File: config.mk
export PLATFORM = sky130hd
export DESIGN_NAME = step_order_closure_top
export DESIGN_NICKNAME = d
export VERILOG_FILES = /design/src/design/sco_pkg.sv /design/src/design/sco_row_mem.sv /design/src/design/sco_merge.sv /design/src/design/step_order_closure_top.sv
export SDC_FILE = /design/constraint.sdc
export NUM_CORES = 2
export LEC_CHECK = 0
export BUFFER_PORTS_ARGS = -buffer_cell sky130_fd_sc_hd__buf_2
export CAP_MARGIN = 0
export CORE_MARGIN = 5
export CORE_UTILIZATION = 50
export CTS_CLUSTER_DIAMETER = 200
export CTS_CLUSTER_SIZE = 20
export DETAILED_ROUTE_END_ITERATION = 6
export GPL_TIMING_DRIVEN = 1
export PLACE_DENSITY = 0.65
export SLEW_MARGIN = 20
export SYNTH_ARGS = -nofsm -noshare
export SYNTH_HDL_FRONTEND = slang
export SYNTH_SLANG_ARGS = --single-unit
File: constraint.sdc
create_clock -name clk_i -period 9.4 [get_ports clk_i]
set_clock_uncertainty 0.05 [all_clocks]
set_input_delay 0.94 -clock clk_i [delete_from_list [all_inputs] [get_ports clk_i]]
set_output_delay 0.94 -clock clk_i [all_outputs]
set_load 0.01 [all_outputs]
File: src/design/sco_pkg.sv
// ----------------------------------------------------------------------------
// sco_pkg
// Shared codes and constants for the step order closure block.
// ----------------------------------------------------------------------------
package sco_pkg;

  localparam int unsigned ID_W = 7;

  localparam logic [ID_W-1:0] STEP_INIT = 7'd0;
  localparam logic [ID_W-1:0] STEP_GOAL = 7'd127;

  typedef enum logic [1:0] {
    OP_ADD_STEP  = 2'd0,
    OP_ADD_ORDER = 2'd1,
    OP_QUERY     = 2'd2
  } op_e;

  localparam logic [1:0] ST_DONE      = 2'd0;
  localparam logic [1:0] ST_NO_CHANGE = 2'd1;
  localparam logic [1:0] ST_BAD_ID    = 2'd2;

  // one result word
  typedef struct packed {
    logic [1:0] status;
    logic       maybe_concurrent;
    logic       maybe_after;
    logic       maybe_before;
    logic       ordered_before;
  } result_t;

  // merge unit outcome for one row
  typedef struct packed {
    logic hit;
  } merge_sts_t;

endpackage

File: src/design/sco_row_mem.sv
// ----------------------------------------------------------------------------
// sco_row_mem
// Order matrix row store: one write and one registered read per cycle.
// A row never written since reset reads as zero.
// ----------------------------------------------------------------------------
module sco_row_mem #(
  parameter int unsigned DEPTH = 64,
  parameter int unsigned IDX_W = 6
) (
  input  logic             clk_i,
  input  logic             rst_ni,
  input  logic [IDX_W-1:0] rd_addr_i,
  input  logic             wr_en_i,
  input  logic [IDX_W-1:0] wr_addr_i,
  input  logic [DEPTH-1:0] wr_data_i,
  output logic [DEPTH-1:0] rd_data_o
);

  logic [DEPTH-1:0] mem [DEPTH];
  logic [DEPTH-1:0] rd_q;
  logic [DEPTH-1:0] row_vld_q;
  logic             rd_vld_q;

  always_ff @(posedge clk_i) begin
    if (wr_en_i) begin
      mem[wr_addr_i] <= wr_data_i;
    end
    rd_q <= mem[rd_addr_i];
  end

  always_ff @(posedge clk_i or negedge rst_ni) begin
    if (!rst_ni) begin
      row_vld_q <= '0;
      rd_vld_q  <= 1'b0;
    end else begin
      rd_vld_q <= row_vld_q[rd_addr_i];
      if (wr_en_i) begin
        row_vld_q[wr_addr_i] <= 1'b1;
      end
    end
  end

  assign rd_data_o = rd_vld_q ? rd_q : '0;

endmodule

File: src/design/sco_merge.sv
// ----------------------------------------------------------------------------
// sco_merge
// Row update unit shared by all rows of a closure pass.
// Row k takes the successors of j when k is i or precedes i and does not
// already precede j.
// ----------------------------------------------------------------------------
module sco_merge
  import sco_pkg::*;
#(
  parameter int unsigned WIDTH = 64,
  parameter int unsigned IDX_W = 6
) (
  input  logic [WIDTH-1:0] row_i,
  input  logic [WIDTH-1:0] row_j_i,
  input  logic [IDX_W-1:0] idx_i_i,
  input  logic [IDX_W-1:0] idx_j_i,
  input  logic [IDX_W-1:0] idx_k_i,
  output merge_sts_t       sts_o,
  output logic [WIDTH-1:0] row_o
);

  logic [WIDTH-1:0] bit_j;
  logic [WIDTH-1:0] bit_k;

  assign bit_j = {{(WIDTH-1){1'b0}}, 1'b1} << idx_j_i;
  assign bit_k = {{(WIDTH-1){1'b0}}, 1'b1} << idx_k_i;

  assign sts_o.hit = ((idx_k_i == idx_i_i) || row_i[idx_i_i]) && !row_i[idx_j_i];
  assign row_o     = row_i | ((row_j_i | bit_j) & ~bit_k);

endmodule

File: src/design/step_order_closure_top.sv
// ----------------------------------------------------------------------------
// step_order_closure_top
// Keeps a transitively closed strict order over plan steps 1..step_total
// (0 is the initial step, 127 the goal). A query, an add_step or a refused
// update steps through S_RD_B, S_EVAL and S_FINISH after the input word is
// accepted, and its result word is registered at the output in S_FINISH. An
// applied add_order adds S_CLOSE, one pass over the active rows through the
// row store (one read and one write port) and the shared merge unit, one row
// per cycle, before S_FINISH. The input is taken only while no item is in
// work, so a new word waits until the last result is registered. A finished
// result waits in its last state until the output register is free.
// Reset clears the matrix at once through per-row valid bits, no clearing
// pass.
// ----------------------------------------------------------------------------
module step_order_closure_top
  import sco_pkg::*;
#(
  parameter int unsigned MAX_STEPS = 64
) (
  input  logic        clk_i,
  input  logic        rst_ni,
  input  logic        s_tvalid,
  output logic        s_tready,
  input  logic [15:0] s_tdata,   // operation[1:0], first_id[8:2], second_id[15:9]
  output logic        m_tvalid,
  input  logic        m_tready,
  output logic [7:0]  m_tdata    // ordered_before[0], maybe_before[1], maybe_after[2],
                                 // maybe_concurrent[3], status[5:4], zero[7:6]
);

  localparam int unsigned IDX_W = $clog2(MAX_STEPS);

  typedef enum logic [2:0] {
    S_IDLE,
    S_RD_B,
    S_EVAL,
    S_CLOSE,
    S_FINISH
  } state_e;

  function automatic logic [IDX_W-1:0] id_to_idx(input logic [ID_W-1:0] id);
    logic [ID_W-1:0] t;
    t = id - 7'd1;
    return t[IDX_W-1:0];
  endfunction

  state_e            state_q;
  logic [1:0]        op_q;
  logic [ID_W-1:0]   a_q, b_q;
  logic [ID_W-1:0]   total_q;
  logic [MAX_STEPS-1:0] row_a_q, row_j_q;
  logic [IDX_W-1:0]  kidx_q;
  result_t           res_q;
  logic              m_tvalid_q;
  logic [7:0]        m_tdata_q;

  logic [IDX_W-1:0]     rd_addr;
  logic                 wr_en;
  logic [MAX_STEPS-1:0] rd_data;
  logic [MAX_STEPS-1:0] new_row;
  merge_sts_t           msts;

  logic [ID_W-1:0] in_a, in_b;
  assign in_a = s_tdata[8:2];
  assign in_b = s_tdata[15:9];

  assign s_tready = (state_q == S_IDLE);
  assign m_tvalid = m_tvalid_q;
  assign m_tdata  = m_tdata_q;

  // id classes and flags, evaluated while row b is on the read port
  logic ord_a, ord_b, known_a, known_b, same, ab, ba;
  logic mb, ma, mc;
  result_t eval_res;
  logic    do_close;

  assign ord_a   = (a_q != STEP_INIT) && (a_q <= total_q);
  assign ord_b   = (b_q != STEP_INIT) && (b_q <= total_q);
  assign known_a = (a_q == STEP_INIT) || (a_q == STEP_GOAL) || ord_a;
  assign known_b = (b_q == STEP_INIT) || (b_q == STEP_GOAL) || ord_b;
  assign same    = (a_q == b_q);
  assign ab      = ord_a && ord_b && !same && row_a_q[id_to_idx(b_q)];
  assign ba      = ord_a && ord_b && !same && rd_data[id_to_idx(a_q)];

  always_comb begin
    if (same) begin
      mb = 1'b0;
      ma = 1'b0;
    end else if (a_q == STEP_INIT || b_q == STEP_GOAL) begin
      mb = 1'b1;
      ma = 1'b0;
    end else if (a_q == STEP_GOAL || b_q == STEP_INIT) begin
      mb = 1'b0;
      ma = 1'b1;
    end else begin
      mb = !ba;
      ma = !ab;
    end
    mc = ord_a && ord_b && !same && !ab && !ba;

    eval_res = '0;
    if (known_a && known_b) begin
      eval_res.ordered_before   = ab;
      eval_res.maybe_before     = mb;
      eval_res.maybe_after      = ma;
      eval_res.maybe_concurrent = mc;
    end
    eval_res.status = ST_NO_CHANGE;
    do_close = 1'b0;
    case (op_q)
      OP_ADD_STEP: begin
        if (known_a) begin
          eval_res.status = ST_NO_CHANGE;
        end else if (a_q == total_q + 7'd1 && total_q < ID_W'(MAX_STEPS)) begin
          eval_res.status = ST_DONE;
        end else begin
          eval_res.status = ST_BAD_ID;
        end
      end
      OP_ADD_ORDER: begin
        if (!known_a || !known_b) begin
          eval_res.status = ST_BAD_ID;
        end else if (!ord_a || !ord_b || same || ab) begin
          eval_res.status = ST_NO_CHANGE;
        end else begin
          eval_res.status = ST_DONE;
          do_close        = 1'b1;
        end
      end
      OP_QUERY: begin
        eval_res.status = (known_a && known_b) ? ST_DONE : ST_BAD_ID;
      end
      default: eval_res.status = ST_NO_CHANGE;
    endcase
  end

  // read port schedule: a on accept, b next, then rows in ascending order
  always_comb begin
    case (state_q)
      S_IDLE:  rd_addr = id_to_idx(in_a);
      S_RD_B:  rd_addr = id_to_idx(b_q);
      S_EVAL:  rd_addr = '0;
      S_CLOSE: rd_addr = kidx_q + 1'b1;
      default: rd_addr = '0;
    endcase
  end

  assign wr_en = (state_q == S_CLOSE) && msts.hit;

  sco_row_mem #(
    .DEPTH (MAX_STEPS),
    .IDX_W (IDX_W)
  ) u_mem (
    .clk_i     (clk_i),
    .rst_ni    (rst_ni),
    .rd_addr_i (rd_addr),
    .wr_en_i   (wr_en),
    .wr_addr_i (kidx_q),
    .wr_data_i (new_row),
    .rd_data_o (rd_data)
  );

  sco_merge #(
    .WIDTH (MAX_STEPS),
    .IDX_W (IDX_W)
  ) u_merge (
    .row_i   (rd_data),
    .row_j_i (row_j_q),
    .idx_i_i (id_to_idx(a_q)),
    .idx_j_i (id_to_idx(b_q)),
    .idx_k_i (kidx_q),
    .sts_o   (msts),
    .row_o   (new_row)
  );

  always_ff @(posedge clk_i or negedge rst_ni) begin
    if (!rst_ni) begin
      state_q    <= S_IDLE;
      total_q    <= '0;
      m_tvalid_q <= 1'b0;
      m_tdata_q  <= '0;
      op_q       <= '0;
      a_q        <= '0;
      b_q        <= '0;
      kidx_q     <= '0;
      row_a_q    <= '0;
      row_j_q    <= '0;
      res_q      <= '0;
    end else begin
      // in S_FINISH the valid flag is set below instead
      if (m_tvalid_q && m_tready && state_q != S_FINISH) begin
        m_tvalid_q <= 1'b0;
      end
      case (state_q)
        S_IDLE: begin
          if (s_tvalid) begin
            op_q    <= s_tdata[1:0];
            a_q     <= in_a;
            b_q     <= in_b;
            state_q <= S_RD_B;
          end
        end
        S_RD_B: begin
          row_a_q <= rd_data;
          state_q <= S_EVAL;
        end
        S_EVAL: begin
          row_j_q <= rd_data;
          res_q   <= eval_res;
          kidx_q  <= '0;
          if (op_q == OP_ADD_STEP && eval_res.status == ST_DONE) begin
            total_q <= a_q;
          end
          state_q <= do_close ? S_CLOSE : S_FINISH;
        end
        S_CLOSE: begin
          if (kidx_q == id_to_idx(total_q)) begin
            state_q <= S_FINISH;
          end else begin
            kidx_q <= kidx_q + 1'b1;
          end
        end
        S_FINISH: begin
          if (!m_tvalid_q || m_tready) begin
            m_tdata_q  <= {2'b00, res_q};
            m_tvalid_q <= 1'b1;
            state_q    <= S_IDLE;
          end
        end
        default: state_q <= S_IDLE;
      endcase
    end
  end

endmodule
==> results.md <==
* Status: finished clean
* Wire length per cell at between 20 and 30 um
* Post_cts resized at 0
* RR Startpoint: b_q[0]
* Pin count of the biggest net entering global routing at approximately 150
* Port Buffers at 27
* Detailed placer's ending HPWL at roughly 300,000 um
* Vias in the first global route at 108,000
* FP Rows at approximately 220
* Final Wtd Congestion at 0.936
* Final ANT Viol Nets at 0
* Clock share of power at roughly 16%
* Clk sinks at ~4,400
* Post-synth top cells: nand2_1, edfxtp_1, nand3_1
* Finished Layout Cells at 18,600
* Detailed Route Iter0 Violations at about 18,000
* Final-layout fill cell count at just under 30,000
* Largest family of logic cells by synthesized area: simple AND/OR/NAND/NOR gates
* Fin crit share at a little over two thirds
* Setup-failing EPs final at 0
* Synth Area in Compound Gates at between 4 and 5%
* Starting Density at 50.2%
* Hold path cells at 2
* Top cell type's share of synthesized area at 69.5%
* H-tree depth at 4
* Grt ovf at 0
* Post-synth top area cell: edfxtp_1
* Initial antenna violation count at 32
* Most frequent cell on the critical path: buf_4
* Simple-gate share of the synthesized area at between 10% and 20%
* Internal power at between 0.03 and 0.04 W
* # Max-Cap Violations at 0
* Total CTS buffers at approximately 240
* Power Density at 371 nW/um2
* Root buf cell: clkbuf_16
* Sum Neg Setup Slack at 0 ns
* Setup crit end kind: flip-flop
* Post-synthesis cell type count at 71
* CTS tree: yes
* Slew headroom at a little under a fifth
* Reg clk slew, reported paths at about 0.1 ns
* Hold Startpoint: s_tdata[8]
* Setup ws final at around 2.9 ns
* Minimum clock period at 6.55 ns
* Die ar. at between 300,000 and 400,000 um2
* Clock Path Buffers at 4
* Chip height at about 600 um
* Worst vdd ir at about 0.55 mV
* Die X at about 600 um
* Vias at around 120k
* XOR/XNOR Fraction of Synth Area at less than 1%
* Tightest Pin Transition at around 1.2 ns
* CP Launch Type: flip-flop
* Psw at 0.0311 W
* GR Util All Layers at between 20% and 30%
* Share of cells above drive strength 1 at 6.30%
* Arrival time worst endpoint at 7.06 ns
* Post-synthesis sequential area ratio at about three quarters
* Hold Path End: a_q[6]
* Yosys warnings at 0
* CP Cell Sequence: buf_4 > inv_1 > ha_2 > mux4_2 > mux2i_1 > o2111ai_1 > o22ai_1 > and2_4 > buf_4 > and3_4 > buf_4
* Final-report hold violation count at 0
* Count leader, synth: nand2_1
* Largest stage delay, worst path at 1.00 ns
* Delay-heaviest family, CP: buffers and inverters
* Area growth, synth to finish at 7.39%
* Worst-skew pair later-pin latency at 1.00 ns
* Proportion of synthesized area in mux cells at less than 1%
* Cells after Synth at approximately 14,000
* FF-to-FF End: u_mem.mem[51][33]
* Unrepaired setup endpoints after global routing: false
* Final WL at between 500,000 and 600,000 um
* Top post-synthesis cells by area: edfxtp_1, nand2_1, nand3_1, dfrtp_1, a311oi_1
* Post-place setup slack at about 3 ns
* Post-synth EDFFs at a little over 4,000
* Crit path max-delay cell type: ha_2
* # DRC at 0
* Crit Path Max Fanout at 45
* Critical Path RT at between 9 and 10 ns
* First-pass GRT wire length at 779,000 um
* Post-Place Cells at around 18,000
* Kind of critical path: reg -> reg
* Reg-to-reg slack, setup at about 2.9 ns
* Min Hold Slack at roughly 0.14 ns
* I/O Pins at 30
* Static leakage at approximately 65 nW
* Reg power frac at between 30 and 40%
* Cell depth of the worst flop-to-flop path at 11
* DRT Pass-1 Iters at 6
* Buf/Inv on CP at 4
* Drt via density at approximately 6.3
* Fmax at 153 MHz
* Dominant synthesized flop cell: edfxtp_1
* Synthesized cell area at 177,000 um2
* Nets at 13,700
* Asr flop ratio synth at between 5 and 6%
* Number of synthesized register bits at roughly 4,400
* Area of the core at between 300,000 and 400,000 um2
* Max Slew Vio Count at 0
* HP Class: in -> reg
* Net Sw Frac at about 44%
* Synth Area per Inst at around 13 um2
* Combinational Power Share at 44.7%
* Adder-Cell Fraction of Synth Area at less than 1%
==> worst reg2reg max path: cells and delay by family, from the launching register on <==
| family | cells | cell delay, ns |
|---|---|---|
| adders and majority gates | 1 | 1.00 |
| AOI/OAI and AO/OA | 2 | 0.38 |
| muxes | 2 | 0.68 |
| buffers and inverters | 4 | 2.16 |
| DFF | 1 | 0.36 |
| and+or+nand+nor | 2 | 1.45 |
==> routing by layer <==
layer  wire (um)  up-vias  share of wire, %  GRT usage [%]
met2      243000     6908                45           43.7
met4       22100        8               4.1           10.1
met5          50        -            0.0092              0
met1      213000    58300                39           41.9
li1            -    50400                 -              -
met3       64900      941                12           6.26
==> power by group through the flow <==
stage                     sequential, W  combinational (W)  clock (W)
after floorplan                  0.0279             0.0183          0
after global placement           0.0282             0.0307          0
after detailed placement         0.0282             0.0310          0
after CTS                        0.0278             0.0311     0.0112
after global routing             0.0279             0.0335     0.0119
final                            0.0279             0.0315     0.0111
==> layout make-up <==
| class | count | area, um2 | share of cell area, % |
|---|---|---|---|
| sequential | 4398 | 130000 | 68.5 |
| multi-input combinational | 8649 | 43800 | 23.0 |
| antenna | 11 | 27.5 | 0.0145 |
| clock inverter | 7 | 138 | 0.0724 |
| inverter | 24 | 90.1 | 0.0474 |
| timing repair buffer | 336 | 3090 | 1.63 |
| clock buffer | 420 | 6800 | 3.58 |
| tap | 4730 | 5920 | 3.11 |
==> placed cells by master, fill, tap and decap left out, types with 10 or more instances in the layout <==
cell	Yosys	layout
a311oi_1	443	443
buf_4	2	258
xor2_1	18	17
nor3_2	0	10
a221oi_1	13	13
nand2b_1	11	10
inv_1	24	24
mux2i_1	29	29
mux4_2	53	53
nand4_1	15	15
a32oi_1	62	62
diode_2	0	11
mux2_2	25	25
edfxtp_1	4096	4096
clkbuf_16	0	245
and3_4	0	54
and3_1	500	446
nor2_1	110	104
dfxtp_1	64	64
nand2_1	4418	4399
nand3_1	2079	2079
a31o_1	19	19
a31oi_1	68	67
buf_12	0	50
ha_1	30	29
dfrtp_1	238	235
nand2_4	0	10
o21ai_4	0	32
a31o_2	54	53
and4_1	60	60
a21oi_1	63	61
o21ai_0	366	334
clkbuf_1	835	174
buf_2	64	26
nor3_1	31	16
xnor2_1	27	27
o22ai_1	37	37
==> per-stage QoR <==
| stage | utilization, % | instance area (um2) | total power (W) |
|---|---|---|---|
| 6_report | 53.9 | 190000 | 0.0705 |
| 5_1_grt | 53.9 | 190000 | 0.0733 |
| 4_1_cts | 53.9 | 190000 | 0.0700 |
| 3_5_place_dp | 51.9 | 183000 | 0.0592 |
| 3_3_place_gp | 51.9 | 183000 | 0.0589 |
| 2_1_floorplan | - | 177000 | 0.0462 |
==> registers in the layout (all words and copies together) (netlist names) <==
register and count:
row_j_q 64, row_a_q 64, op_q 2, u_mem.rd_vld_q 1
u_mem.mem 4096, b_q 7, a_q 7, m_tvalid 1
total_q 7, res_q 6, kidx_q 6, u_mem.row_vld_q 64
state_q 3, u_mem.rd_q 64, m_tdata 6
==> what timing repair did <==
item                       in CTS  in global routing
hold endpoints to repair       74                  0
setup endpoints to repair       0                  0
buffers inserted                0                  0
hold buffers                    1                  0
==> worst max path at each step <==
stage / slack [ns] / cells after the start / start / end
after global routing: 2.66 / 13 / b_q[0] / u_mem.mem[51][33]
final: 2.85 / 11 / b_q[0] / u_mem.mem[51][33]
after detailed placement: 3.07 / 11 / b_q[0] / u_mem.mem[56][33]
after floorplan: 1.17 / 14 / b_q[0] / u_mem.mem[15][0]
after global placement: 3.07 / 11 / b_q[0] / u_mem.mem[51][21]
after CTS: 2.98 / 11 / b_q[0] / u_mem.mem[56][40]
==> logic make-up after synthesis <==
group,count (synthesis)
flip-flops,4398
AND/OR/NAND/NOR,7272
AO/OA/AOI/OAI,1193
buffers and inverters,1028
other,1
multiplexers,107
XOR/XNOR,45
adder cells (fa/ha/maj),30
No activity file was read; power rests on OpenSTA's default activity.
